**config.mk**
```make
export PLATFORM = sky130hd
export DESIGN_NAME = tty_line_discipline_core
export DESIGN_NICKNAME = d
export VERILOG_FILES = /design/src/tdl_pkg.sv /design/src/tty_line_discipline_core.sv /design/src/tdl_ram.sv /design/src/tdl_front.sv /design/src/tdl_back.sv
export SDC_FILE = /design/constraint.sdc
export NUM_CORES = 1
export LEC_CHECK = 0
export BUFFER_PORTS_ARGS = -buffer_cell sky130_fd_sc_hd__clkbuf_2
export CAP_MARGIN = 20
export CELL_PAD_IN_SITES_DETAIL_PLACEMENT = 0
export CELL_PAD_IN_SITES_GLOBAL_PLACEMENT = 1
export CORE_UTILIZATION = 40
export DETAILED_ROUTE_END_ITERATION = 10
export PLACE_DENSITY_LB_ADDON = 0.1
export SYNTH_ARGS = -nofsm -noshare
export SYNTH_HDL_FRONTEND = slang
export SYNTH_SLANG_ARGS = --single-unit
```
**constraint.sdc**
```tcl
create_clock -name clk_i -period 5.2 [get_ports clk_i]
set_clock_uncertainty 0.15 [all_clocks]
set_input_delay 0.78 -clock clk_i [delete_from_list [all_inputs] [get_ports clk_i]]
set_output_delay 0.78 -clock clk_i [all_outputs]
set_load 0.03 [all_outputs]
```
**src/tdl_pkg.sv**
```systemverilog
`timescale 1ns / 1ps
package tdl_pkg;

  // result kinds
  localparam logic [1:0] KIND_ECHO     = 2'd0;
  localparam logic [1:0] KIND_DATA     = 2'd1;
  localparam logic [1:0] KIND_NOTREADY = 2'd2;

  // configuration register indexes
  localparam int unsigned CFG_IDX_W = 2;
  localparam logic [CFG_IDX_W-1:0] REG_ECHO = 2'd0;
  localparam logic [CFG_IDX_W-1:0] REG_LINE = 2'd1;

  // depth of the command queue between front and back
  localparam int unsigned CMDQ_DEPTH = 2;

  // character codes
  localparam logic [7:0] CH_NUL    = 8'd0;
  localparam logic [7:0] CH_BS     = 8'd8;
  localparam logic [7:0] CH_LF     = 8'd10;
  localparam logic [7:0] CH_CR     = 8'd13;
  localparam logic [7:0] CH_FS     = 8'd28;
  localparam logic [7:0] CH_SP     = 8'd32;
  localparam logic [7:0] CH_ZERO   = 8'd48;
  localparam logic [7:0] CH_AT     = 8'd64;
  localparam logic [7:0] CH_BSLASH = 8'd92;
  localparam logic [7:0] CH_CARET  = 8'd94;
  localparam logic [7:0] CH_DEL    = 8'd127;

  typedef enum logic [1:0] {
    OP_READ,
    OP_STORE,
    OP_ERASE
  } op_e;

  // result sequences the back end can play out
  typedef enum logic [2:0] {
    P_NONE,
    P_CHAR,
    P_CRLF,
    P_CARET,
    P_ERASE1,
    P_ERASE2,
    P_DATA,
    P_NOTREADY
  } pat_e;

  typedef struct packed {
    op_e        op;
    pat_e       pat;
    logic [7:0] ch;
  } cmd_t;

  function automatic logic [2:0] pat_len(input pat_e pat);
    logic [2:0] len;
    case (pat)
      P_CRLF:   len = 3'd2;
      P_CARET:  len = 3'd2;
      P_ERASE1: len = 3'd3;
      P_ERASE2: len = 3'd6;
      default:  len = 3'd1;
    endcase
    return len;
  endfunction

  function automatic logic [1:0] pat_kind(input pat_e pat);
    logic [1:0] k;
    case (pat)
      P_DATA:     k = KIND_DATA;
      P_NOTREADY: k = KIND_NOTREADY;
      default:    k = KIND_ECHO;
    endcase
    return k;
  endfunction

  function automatic logic [7:0] caret_char(input logic [7:0] ch);
    logic [7:0] c;
    if (ch == CH_NUL) begin
      c = CH_ZERO;
    end else if (ch == CH_FS) begin
      c = CH_BSLASH;
    end else begin
      c = CH_AT + ch;
    end
    return c;
  endfunction

  function automatic logic [7:0] pat_byte(input pat_e pat, input logic [2:0] idx,
                                          input logic [7:0] ch);
    logic [7:0] b;
    case (pat)
      P_CHAR:   b = ch;
      P_DATA:   b = ch;
      P_CRLF:   b = (idx == 3'd0) ? CH_CR : CH_LF;
      P_CARET:  b = (idx == 3'd0) ? CH_CARET : caret_char(ch);
      P_ERASE1: b = (idx == 3'd1) ? CH_SP : CH_BS;
      P_ERASE2: b = (idx == 3'd2 || idx == 3'd3) ? CH_SP : CH_BS;
      default:  b = 8'd0;
    endcase
    return b;
  endfunction

endpackage

```
**src/tty_line_discipline_core.sv**
```systemverilog
// a request occupies the back end from dispatch until its last result: a dispatch step,
// a buffer read step for reads and erases, then one result per cycle while the output
// register is free or being popped (up to six results)
// a new request waits until the last is done; a 2-entry command queue absorbs bursts
// reset: asynchronous active low; clears pointers, counts and queues, echo and line on
`timescale 1ns / 1ps
module tty_line_discipline_core
  import tdl_pkg::*;
#(
  parameter int unsigned FIFO_DEPTH = 64
) (
  input  logic                 clk_i,
  input  logic                 rst_ni,
  input  logic                 push,
  output logic                 full,
  input  logic                 action_i,
  input  logic [7:0]           rx_byte_i,
  output logic                 empty,
  input  logic                 pop,
  output logic [1:0]           kind_o,
  output logic [7:0]           out_byte_o,
  output logic                 last_o,
  input  logic                 cfg_valid_i,
  output logic                 cfg_ready_o,
  input  logic [CFG_IDX_W-1:0] cfg_index_i,
  input  logic                 cfg_data_i
);

  logic echo_en_q, line_en_q;
  logic cmd_valid, cmd_pop;
  cmd_t cmd;

  assign cfg_ready_o = 1'b1;

  always_ff @(posedge clk_i or negedge rst_ni) begin
    if (!rst_ni) begin
      echo_en_q <= 1'b1;
      line_en_q <= 1'b1;
    end else if (cfg_valid_i) begin
      if (cfg_index_i == REG_ECHO) begin
        echo_en_q <= cfg_data_i;
      end
      if (cfg_index_i == REG_LINE) begin
        line_en_q <= cfg_data_i;
      end
    end
  end

  tdl_front u_front (
    .clk_i      (clk_i),
    .rst_ni     (rst_ni),
    .echo_en_i  (echo_en_q),
    .push_i     (push),
    .action_i   (action_i),
    .rx_byte_i  (rx_byte_i),
    .full_o     (full),
    .cmd_valid_o(cmd_valid),
    .cmd_o      (cmd),
    .cmd_pop_i  (cmd_pop)
  );

  tdl_back #(
    .Depth(FIFO_DEPTH)
  ) u_back (
    .clk_i      (clk_i),
    .rst_ni     (rst_ni),
    .line_en_i  (line_en_q),
    .cmd_valid_i(cmd_valid),
    .cmd_i      (cmd),
    .cmd_pop_o  (cmd_pop),
    .pop_i      (pop),
    .empty_o    (empty),
    .kind_o     (kind_o),
    .out_byte_o (out_byte_o),
    .last_o     (last_o)
  );

`ifndef SYNTHESIS
  // a not-ready answer is a single zero result
  a_notready_shape: assert property (@(posedge clk_i) disable iff (!rst_ni)
    (!empty && kind_o == KIND_NOTREADY) |-> (out_byte_o == 8'd0 && last_o))
    else $error("not-ready result malformed");

  // delivered data always closes its read
  a_data_last: assert property (@(posedge clk_i) disable iff (!rst_ni)
    (!empty && kind_o == KIND_DATA) |-> last_o)
    else $error("read data not marked last");

  // after a popped non-final echo, the next result is an echo too
  a_echo_follows: assert property (@(posedge clk_i) disable iff (!rst_ni)
    (pop && !empty && !last_o) ##1 !empty |-> kind_o == KIND_ECHO)
    else $error("echo sequence broken");

  a_kind_legal: assert property (@(posedge clk_i) disable iff (!rst_ni)
    !empty |-> (kind_o == KIND_ECHO || kind_o == KIND_DATA || kind_o == KIND_NOTREADY))
    else $error("illegal result kind");
`endif

endmodule

```
**src/tdl_ram.sv**
```systemverilog
`timescale 1ns / 1ps
module tdl_ram #(
  parameter int unsigned Width = 8,
  parameter int unsigned Depth = 64
) (
  input  logic                     clk_i,
  input  logic                     we_i,
  input  logic [$clog2(Depth)-1:0] waddr_i,
  input  logic [Width-1:0]         wdata_i,
  input  logic                     re_i,
  input  logic [$clog2(Depth)-1:0] raddr_i,
  output logic [Width-1:0]         rdata_o
);

  logic [Width-1:0] mem [Depth];
  logic [Width-1:0] rdata_q;

  always_ff @(posedge clk_i) begin
    if (we_i) begin
      mem[waddr_i] <= wdata_i;
    end
    if (re_i) begin
      rdata_q <= mem[raddr_i];
    end
  end

  assign rdata_o = rdata_q;

endmodule

```
**src/tdl_front.sv**
```systemverilog
`timescale 1ns / 1ps
module tdl_front
  import tdl_pkg::*;
(
  input  logic       clk_i,
  input  logic       rst_ni,
  input  logic       echo_en_i,
  input  logic       push_i,
  input  logic       action_i,
  input  logic [7:0] rx_byte_i,
  output logic       full_o,
  output logic       cmd_valid_o,
  output cmd_t       cmd_o,
  input  logic       cmd_pop_i
);

  localparam int unsigned QAW = (CMDQ_DEPTH > 1) ? $clog2(CMDQ_DEPTH) : 1;
  localparam int unsigned QCW = $clog2(CMDQ_DEPTH + 1);

  cmd_t           q_mem [CMDQ_DEPTH];
  logic [QAW-1:0] wr_q, wr_d, rd_q, rd_d;
  logic [QCW-1:0] cnt_q, cnt_d;
  cmd_t           cls;
  logic [7:0]     ch;
  logic           do_push, do_pop;

  // classify the incoming request
  always_comb begin
    ch = (rx_byte_i == CH_CR) ? CH_LF : rx_byte_i;
    cls.ch  = ch;
    cls.pat = P_NONE;
    if (action_i) begin
      cls.op = OP_READ;
    end else if (!echo_en_i) begin
      cls.op = OP_STORE;
    end else if (ch == CH_BS || ch == CH_DEL) begin
      cls.op = OP_ERASE;
    end else begin
      cls.op = OP_STORE;
      if (ch == CH_LF) begin
        cls.pat = P_CRLF;
      end else if (ch < CH_SP) begin
        cls.pat = P_CARET;
      end else begin
        cls.pat = P_CHAR;
      end
    end
  end

  assign full_o      = (cnt_q == QCW'(CMDQ_DEPTH));
  assign cmd_valid_o = (cnt_q != '0);
  assign cmd_o       = q_mem[rd_q];
  assign do_push     = push_i && !full_o;
  assign do_pop      = cmd_pop_i && cmd_valid_o;

  always_comb begin
    wr_d  = wr_q;
    rd_d  = rd_q;
    cnt_d = cnt_q;
    if (do_push) begin
      wr_d = (wr_q == QAW'(CMDQ_DEPTH - 1)) ? '0 : wr_q + 1'b1;
    end
    if (do_pop) begin
      rd_d = (rd_q == QAW'(CMDQ_DEPTH - 1)) ? '0 : rd_q + 1'b1;
    end
    if (do_push && !do_pop) begin
      cnt_d = cnt_q + 1'b1;
    end else if (do_pop && !do_push) begin
      cnt_d = cnt_q - 1'b1;
    end
  end

  always_ff @(posedge clk_i or negedge rst_ni) begin
    if (!rst_ni) begin
      wr_q  <= '0;
      rd_q  <= '0;
      cnt_q <= '0;
    end else begin
      wr_q  <= wr_d;
      rd_q  <= rd_d;
      cnt_q <= cnt_d;
    end
  end

  always_ff @(posedge clk_i) begin
    if (do_push) begin
      q_mem[wr_q] <= cls;
    end
  end

endmodule

```
**src/tdl_back.sv**
```systemverilog
`timescale 1ns / 1ps
module tdl_back
  import tdl_pkg::*;
#(
  parameter int unsigned Depth = 64
) (
  input  logic       clk_i,
  input  logic       rst_ni,
  input  logic       line_en_i,
  input  logic       cmd_valid_i,
  input  cmd_t       cmd_i,
  output logic       cmd_pop_o,
  input  logic       pop_i,
  output logic       empty_o,
  output logic [1:0] kind_o,
  output logic [7:0] out_byte_o,
  output logic       last_o
);

  localparam int unsigned AW = $clog2(Depth);
  localparam int unsigned CW = $clog2(Depth + 1);

  typedef enum logic [1:0] {
    S_IDLE,
    S_RD_WAIT,
    S_ER_WAIT,
    S_EMIT
  } state_e;

  state_e        state_q;
  logic [AW-1:0] rd_ptr_q, wr_ptr_q, wr_prev, rd_next, wr_next;
  logic [CW-1:0] fill_q, nl_q;
  pat_e          pat_q;
  logic [7:0]    ch_q;
  logic [2:0]    idx_q;
  logic          out_valid_q, out_last_q;
  logic [1:0]    out_kind_q;
  logic [7:0]    out_byte_q;

  logic          idle_go, deliverable, has_room, slot_free, seq_last, emit_fire;
  logic          ram_we, ram_re;
  logic [AW-1:0] ram_raddr;
  logic [7:0]    ram_rdata;

  assign wr_prev = (wr_ptr_q == '0) ? AW'(Depth - 1) : wr_ptr_q - 1'b1;
  assign wr_next = (wr_ptr_q == AW'(Depth - 1)) ? '0 : wr_ptr_q + 1'b1;
  assign rd_next = (rd_ptr_q == AW'(Depth - 1)) ? '0 : rd_ptr_q + 1'b1;

  assign idle_go     = (state_q == S_IDLE) && cmd_valid_i;
  assign deliverable = (fill_q != '0) && !(line_en_i && nl_q == '0);
  assign has_room    = (fill_q != CW'(Depth));
  assign cmd_pop_o   = idle_go;

  assign ram_we    = idle_go && cmd_i.op == OP_STORE && has_room;
  assign ram_re    = idle_go && ((cmd_i.op == OP_READ && deliverable) ||
                                 (cmd_i.op == OP_ERASE && fill_q != '0));
  assign ram_raddr = (cmd_i.op == OP_READ) ? rd_ptr_q : wr_prev;

  tdl_ram #(
    .Width(8),
    .Depth(Depth)
  ) u_buf (
    .clk_i  (clk_i),
    .we_i   (ram_we),
    .waddr_i(wr_ptr_q),
    .wdata_i(cmd_i.ch),
    .re_i   (ram_re),
    .raddr_i(ram_raddr),
    .rdata_o(ram_rdata)
  );

  // output register frees up in the same cycle it is popped
  assign slot_free = !out_valid_q || pop_i;
  assign seq_last  = (idx_q == pat_len(pat_q) - 3'd1);
  assign emit_fire = (state_q == S_EMIT) && slot_free;

  always_ff @(posedge clk_i or negedge rst_ni) begin
    if (!rst_ni) begin
      state_q     <= S_IDLE;
      rd_ptr_q    <= '0;
      wr_ptr_q    <= '0;
      fill_q      <= '0;
      nl_q        <= '0;
      pat_q       <= P_NONE;
      ch_q        <= '0;
      idx_q       <= '0;
      out_valid_q <= 1'b0;
      out_last_q  <= 1'b0;
      out_kind_q  <= KIND_ECHO;
      out_byte_q  <= '0;
    end else begin
      if (out_valid_q && pop_i && !emit_fire) begin
        out_valid_q <= 1'b0;
      end
      case (state_q)
        S_IDLE: begin
          if (cmd_valid_i) begin
            idx_q <= '0;
            ch_q  <= cmd_i.ch;
            case (cmd_i.op)
              OP_READ: begin
                if (deliverable) begin
                  state_q <= S_RD_WAIT;
                end else begin
                  pat_q   <= P_NOTREADY;
                  state_q <= S_EMIT;
                end
              end
              OP_STORE: begin
                if (has_room) begin
                  wr_ptr_q <= wr_next;
                  fill_q   <= fill_q + 1'b1;
                  if (cmd_i.ch == CH_LF) begin
                    nl_q <= nl_q + 1'b1;
                  end
                  if (cmd_i.pat != P_NONE) begin
                    pat_q   <= cmd_i.pat;
                    state_q <= S_EMIT;
                  end
                end
              end
              OP_ERASE: begin
                if (fill_q != '0) begin
                  state_q <= S_ER_WAIT;
                end
              end
              default: begin
                state_q <= S_IDLE;
              end
            endcase
          end
        end
        S_RD_WAIT: begin
          ch_q     <= ram_rdata;
          pat_q    <= P_DATA;
          rd_ptr_q <= rd_next;
          fill_q   <= fill_q - 1'b1;
          if (ram_rdata == CH_LF && nl_q != '0) begin
            nl_q <= nl_q - 1'b1;
          end
          state_q <= S_EMIT;
        end
        S_ER_WAIT: begin
          // a buffered newline is never erased
          if (ram_rdata == CH_LF) begin
            state_q <= S_IDLE;
          end else begin
            wr_ptr_q <= wr_prev;
            fill_q   <= fill_q - 1'b1;
            pat_q    <= (ram_rdata < CH_SP) ? P_ERASE2 : P_ERASE1;
            state_q  <= S_EMIT;
          end
        end
        S_EMIT: begin
          if (slot_free) begin
            out_valid_q <= 1'b1;
            out_kind_q  <= pat_kind(pat_q);
            out_byte_q  <= pat_byte(pat_q, idx_q, ch_q);
            out_last_q  <= seq_last;
            idx_q       <= idx_q + 3'd1;
            if (seq_last) begin
              state_q <= S_IDLE;
            end
          end
        end
        default: begin
          state_q <= S_IDLE;
        end
      endcase
    end
  end

  assign empty_o    = !out_valid_q;
  assign kind_o     = out_kind_q;
  assign out_byte_o = out_byte_q;
  assign last_o     = out_last_q;

endmodule
```
---- After elaboration in Yosys (flattened, before gate mapping) ----
Memory sizes are Yosys's and may differ from the RTL's. A register that Yosys moved wholly into a read port is not among the register bits.
Cells that the tools add are included.
cells by class
  add/sub/neg operators ................... 14
  mux-type cells .......................... 72
  reduce and logical (&&, ||, !) cells .... 54
  order comparisons ....................... 2
  equal/unequal tests ..................... 41
operator list
  kind                 count
  $mux 7               9
  $mux 6               10
  $eq 8x4->1 const B   5
  $mux 8               5
  $pmux 8 s5           1
  $mux 3               11
  $mux 2               15
  $pmux 7 s3           1
  $pmux 3 s3           2
  $logic_and 1x1->1    16
  $lt 8x6->1 const B   2
  $pmux 8 s2           1
  $add 7x1->7 const B  2
  $pmux 7 s2           1
  $reduce_bool 7->1    2
  $sub 7x1->7 const B  2
  $add 6x1->6 const B  2
  $eq 3x2->1 const B   4
  $eq 3x3->1 const B   4
  $eq 6x6->1 const B   2
  $ne 3x3->1 const B   4
  $pmux 3 s2           2
  $pmux 6 s2           1
  $reduce_and 6->1     2
  35 further kinds     77
word-level totals
  register bits ........................... 60
  output and inout port bits .............. 14
  memories ................................ 2
  bits of input ports ..................... 17
  RAM bits ................................ 538
memories
  memory            words  bits a word  rd ports  clocked after memory_dff  wr ports  line             text
  u_back.u_buf.mem  64     8            1         1                         1         tdl_ram.sv:15    logic [Width-1:0] mem [Depth];
  u_front.q_mem     2      13           1         0                         1         tdl_front.sv:20  cmd_t q_mem [CMDQ_DEPTH];

---- Logic depth before layout (Yosys ltp) ----
  depth after elaboration ................. 8
  mapped depth ............................ 14

---- By module ----
Synthesis repeated with hierarchy kept, for this count alone.
unflattened totals
  cells, all modules ...................... 1,474
  area total of the unflattened synthesis .. 25,419.4 µm²
by module, submodules not included
  module                    cells an instance  area each (µm²)  instances
  tdl_ram                   940                20,246.9         1
  tdl_back                  445                3,848.7          1
  tdl_front                 81                 1,222.4          1
  tty_line_discipline_core  8                  101.3            1

---- Least setup slack after synthesis ----
No wires, ideal clock.
  path kind ............................... flip-flop to flip-flop
  start ................................... register u_front.rd_q
  end ..................................... register u_back.u_buf.rdata_q[0] (netlist: u_back.u_buf.rdata_o[0]), read port of u_back.u_buf.mem, data pin
  cell stages (with the launch flop) ...... 15
  arrival ................................. 3.098 ns
  setup slack ............................. 1.696 ns
  library setup time ...................... 0.256 ns
  cells stage by stage .................... dfrtp_1 > buf_2 > mux2i_1 > ha_1 > buf_4 > nor2_2 > a211oi_2 > buf_4 > buf_4 > buf_4 > mux4_2 > mux2i_1 > mux2i_1 > o22ai_1 > nor2_1
between the ends
  cells in the longest elaborated chain, start to end .. 5
ends and longest elaborated chain
  what                                           line                                            text
  from (decl)                                    tdl_front.sv:21                                 logic [QAW-1:0] wr_q, wr_d, rd_q, rd_d;
  from (signal assigned)                         tdl_front.sv:80                                 rd_q <= rd_d;
  $mem_v2 2x13 *                                 --
  $eq 2x2->1 or $logic_not 2->1 (tied branches)  tdl_back.sv:56, tdl_back.sv:55, tdl_back.sv:57
  $logic_and 1x1->1, on equally long branches    tdl_back.sv:56, tdl_back.sv:55
  $logic_or 1x1->1                               tdl_back.sv:55                                  assign ram_re = idle_go && ((cmd_i.op == OP_READ && deliverable) ||
  $logic_and 1x1->1                              tdl_back.sv:55
  to (decl)                                      tdl_ram.sv:16                                   logic [Width-1:0] rdata_q;
Every way passes the cells marked *; elsewhere a longest branch is shown, timed or not.
A chain may end at the register's enable or synchronous reset.

---- Worst setup path after layout ----
  start ................................... register u_front.rd_q
  end ..................................... register u_back.u_buf.rdata_q[3] (netlist: u_back.u_buf.rdata_o[3]), read port of u_back.u_buf.mem, data pin
The elaborated chain is that of the path after synthesis.

==> flow_metrics.py <==
metrics = {
    "sta": {
        "period_share_pct": 83.8,
        "worst_pin_slew_ns": 1.08,
        "max_slew_margin_pct": 27.8,
        "drv_slew": 0,
        "setup_viol": 0,
        "period_needed_ns": 4.36,
        "rsz0062_at_grt": "false",
        "fin_tns_setup_ns": 0,
        "max_clock_freq_mhz": 229,
        "hold_viol_final": 0,
    },
    "grt": {
        "grt.total_usage_pct": 19.6,
        "overflow": 0,
        "grt_pass1_vias": 13629,
        "antenna_found_initial": 0,
        "grt_start_max_net_pins": 66,
        "grt_first_pass_wirelength_um": 91000,
    },
    "placement": {
        "hpwlAfterDp_um": 37100,
        "post_dp_cell_area_sq_mm": 0.0266,
        "gp_congestion": 0.768,
        "port_buffers": 29,
    },
    "logic_synthesis": {
        "syn_avg_cell_area_sq_um": 17.1,
        "synth_nets": 1529,
        "yosysWarnings": 0,
        "syn_inst": 1481,
        "synth-seq-cells": 604,
        "yosys-top-cells-area": "edfxtp_1 65%, mux4_2 11%, dfrtp_1 5.7%",
        "ys_types": 66,
        "synthFlopType": "edfxtp_1",
        "yosysTopAreaCellShare_pct": 64.6,
        "synth-edff-count": 544,
        "synth_top_area_cell": "edfxtp_1",
        "async_reset_ff_share_pct": 9.93,
        "yosysSeqAreaShare_pct": 70.5,
        "synthesis.area_sq_mm": 0.0253,
    },
    "clock_tree": {
        "cts_buffers": 69,
        "clock-root-buffer": "clkbuf_16",
        "clk_latency_ns": 0.60,
        "ctsResizeCount": 0,
        "clockBufferDepth": 3,
        "cts_tree": "done",
        "h-tree-depth": 3,
        "clk_pin_slew_worst_paths_ns": 0.06,
        "cts_hold_buf": 0,
        "post_cts.repair.setup_buffers": 0,
        "cts_num_sinks": 604,
    },
    "setup_path": {
        "start_kind": "flip-flop",
        "crit_type": "reg -> reg",
        "end_kind": "flip-flop",
        "cp_data_required_time_ns": 5.39,
        "crit_arrival_ns": 4.55,
        "critPathMaxFanout": 27,
    },
    "finish": {
        "final_nets": 1609,
        "final_area_sq_mm": 0.0290,
        "seq_area_sq_mm": 0.0178,
        "drive_gt1_share_pct": 20.7,
        "mostFrequentLayoutCell": "edfxtp_1",
        "multiInputGateArea_sq_mm": 0.00702,
        "area_delta_synth_final_pct": 14.7,
        "final_cell_mix": "544 x edfxtp_1, 119 x mux4_2, 109 x nor2_1",
        "fill_cells": 5320,
        "num_antenna_cells": 0,
    },
    "die": {
        "start_util_pct": 40.8,
        "die_h_um": 254,
        "dieArea_sq_mm": 0.0643,
        "die_x_um": 254,
        "ios": 31,
        "core_area_sq_mm": 0.0621,
        "rows": 91,
    },
    "routing": {
        "drt-total-wl_um": 60700,
        "firstDrtPassIters": 5,
        "route.vias.total": 13276,
        "wl_per_cell_um": 24.7,
        "drc_errors": 0,
        "viasPerCell": 5.41,
        "antenna_left": 0,
        "drt_iter0_drc": 1008,
    },
    "min_path": {
        "hold_class": "in -> async",
    },
    "job": {
        "drv_cap": 0,
    },
    "status": {
        "outcome": "finished clean",
    },
    "pwr": {
        "vdd_drop_max_mv": 0.509,
        "p_per_area_mw_per_mm2": 690,
        "p_leak_nw": 9.85,
    },
}
## synthesized netlist by cell type, types with 7 or more instances
library cell,n
nand2_1,91
nor2b_1,10
dfrtp_1,58
xnor2_1,10
buf_2,24
nand2b_1,8
o22ai_1,14
mux2_2,18
ha_1,29
xor2_1,11
nor3_1,10
mux4_2,119
nor2_1,109
edfxtp_1,544
nand3_1,41
clkbuf_1,25
buf_4,16
inv_1,34
o21ai_0,50
a21oi_1,37
mux2i_1,103
nand4_1,7
## area by class of cell
type / count / area share (%)
flip-flops and latches: 604 / 61.5
multi-input cells: 772 / 24.2
clock buffers: 89 / 6.50
well taps: 837 / 3.61
repair buffers: 80 / 2.09
clock inverters: 38 / 1.72
inverters: 34 / 0.440
## report_power, final
group	internal (mW)	switching, mW	total, mW	leakage, nW
Clock	3.13	1.96	5.09	1.15
Sequential	6.23	0.380	6.61	5.63
Combinational	3.37	4.96	8.32	3.07
## layer usage
layer / global-route usage [%] / wire [um] / vias up
li1: - / - / 6017
met1: 26.5 / 26600 / 6895
met2: 32.5 / 30200 / 279
met3: 3.58 / 2480 / 85
met4: 5.54 / 1330 / 0
met5: 0 / 0 / -
## cells by family after synthesis
family / after synthesis / synth area share, %
buffers and inverters: 105 / 1.91
DFF: 604 / 70.5
xor gates and xnor gates: 21 / 0.727
other: 1 / 0.0148
AOI/OAI and AO/OA: 166 / 4.09
adders and majority gates: 31 / 1.59
muxes: 241 / 15.5
and+or+nand+nor: 312 / 5.65
## critical path: stages (launching register included)
cell and delay [ns]:
dfrtp_1 0.74, mux2i_1 0.37, ha_1 0.41, nor3_2 0.14, a211oi_4 0.31, buf_12 0.26
buf_12 0.27, mux4_2 0.56, mux2i_1 0.23, mux2i_1 0.22, o22ai_1 0.35, nor2_1 0.07
## through the flow
| step | utilization, % | hold slack (ns) | worst slack (ns) | power, mW | std cells |
|---|---|---|---|---|---|
| after detailed placement | 42.9 | 0.317 | 0.773 | 15.2 | 2326 |
| after CTS | 46.8 | 0.225 | 0.773 | 20.3 | 2453 |
| after global placement | 42.9 | 0.311 | 0.865 | 15.1 | 2325 |
| after global routing | 46.8 | 0.234 | 0.603 | 21.1 | 2454 |
| after floorplan | - | 0.293 | 1.70 | 12.6 | 1481 |
| final | 46.8 | 0.195 | 0.841 | 20.0 | 2454 |
## flip-flops by register name (all words and copies together), names as in the netlist, 3 cells and up
register / cells
u_back.nl_q: 7
u_back.rd_ptr_q: 6
u_back.pat_q: 3
u_back.u_buf.rdata_o: 8
u_back.idx_q: 3
u_back.wr_ptr_q: 6
u_back.out_byte_o: 8
u_back.ch_q: 8
u_front.q_mem: 24
u_back.fill_q: 7
u_back.u_buf.mem: 512
## final timing paths
| check | from | endpoint | slack (ns) | depth (start not counted) |
|---|---|---|---|---|
| setup / recovery | u_front.rd_q | u_back.u_buf.rdata_o[3] | 0.84 | 11 |
| hold / removal | rst_ni | u_back.nl_q[3] | 0.20 | 2 |
| setup reg to reg | u_front.rd_q | u_back.u_buf.rdata_o[3] | 0.84 | 11 |
| hold reg to reg | u_back.nl_q[6] | u_back.nl_q[6] | 0.32 | 1 |
| max in group asynchronous | rst_ni | u_back.rd_ptr_q[2] | 4.12 | 2 |
| min in group clk_i | rx_byte_i[3] | u_front.q_mem[0][3] | 0.26 | 1 |
No activity file was read; power rests on OpenSTA's default activity.
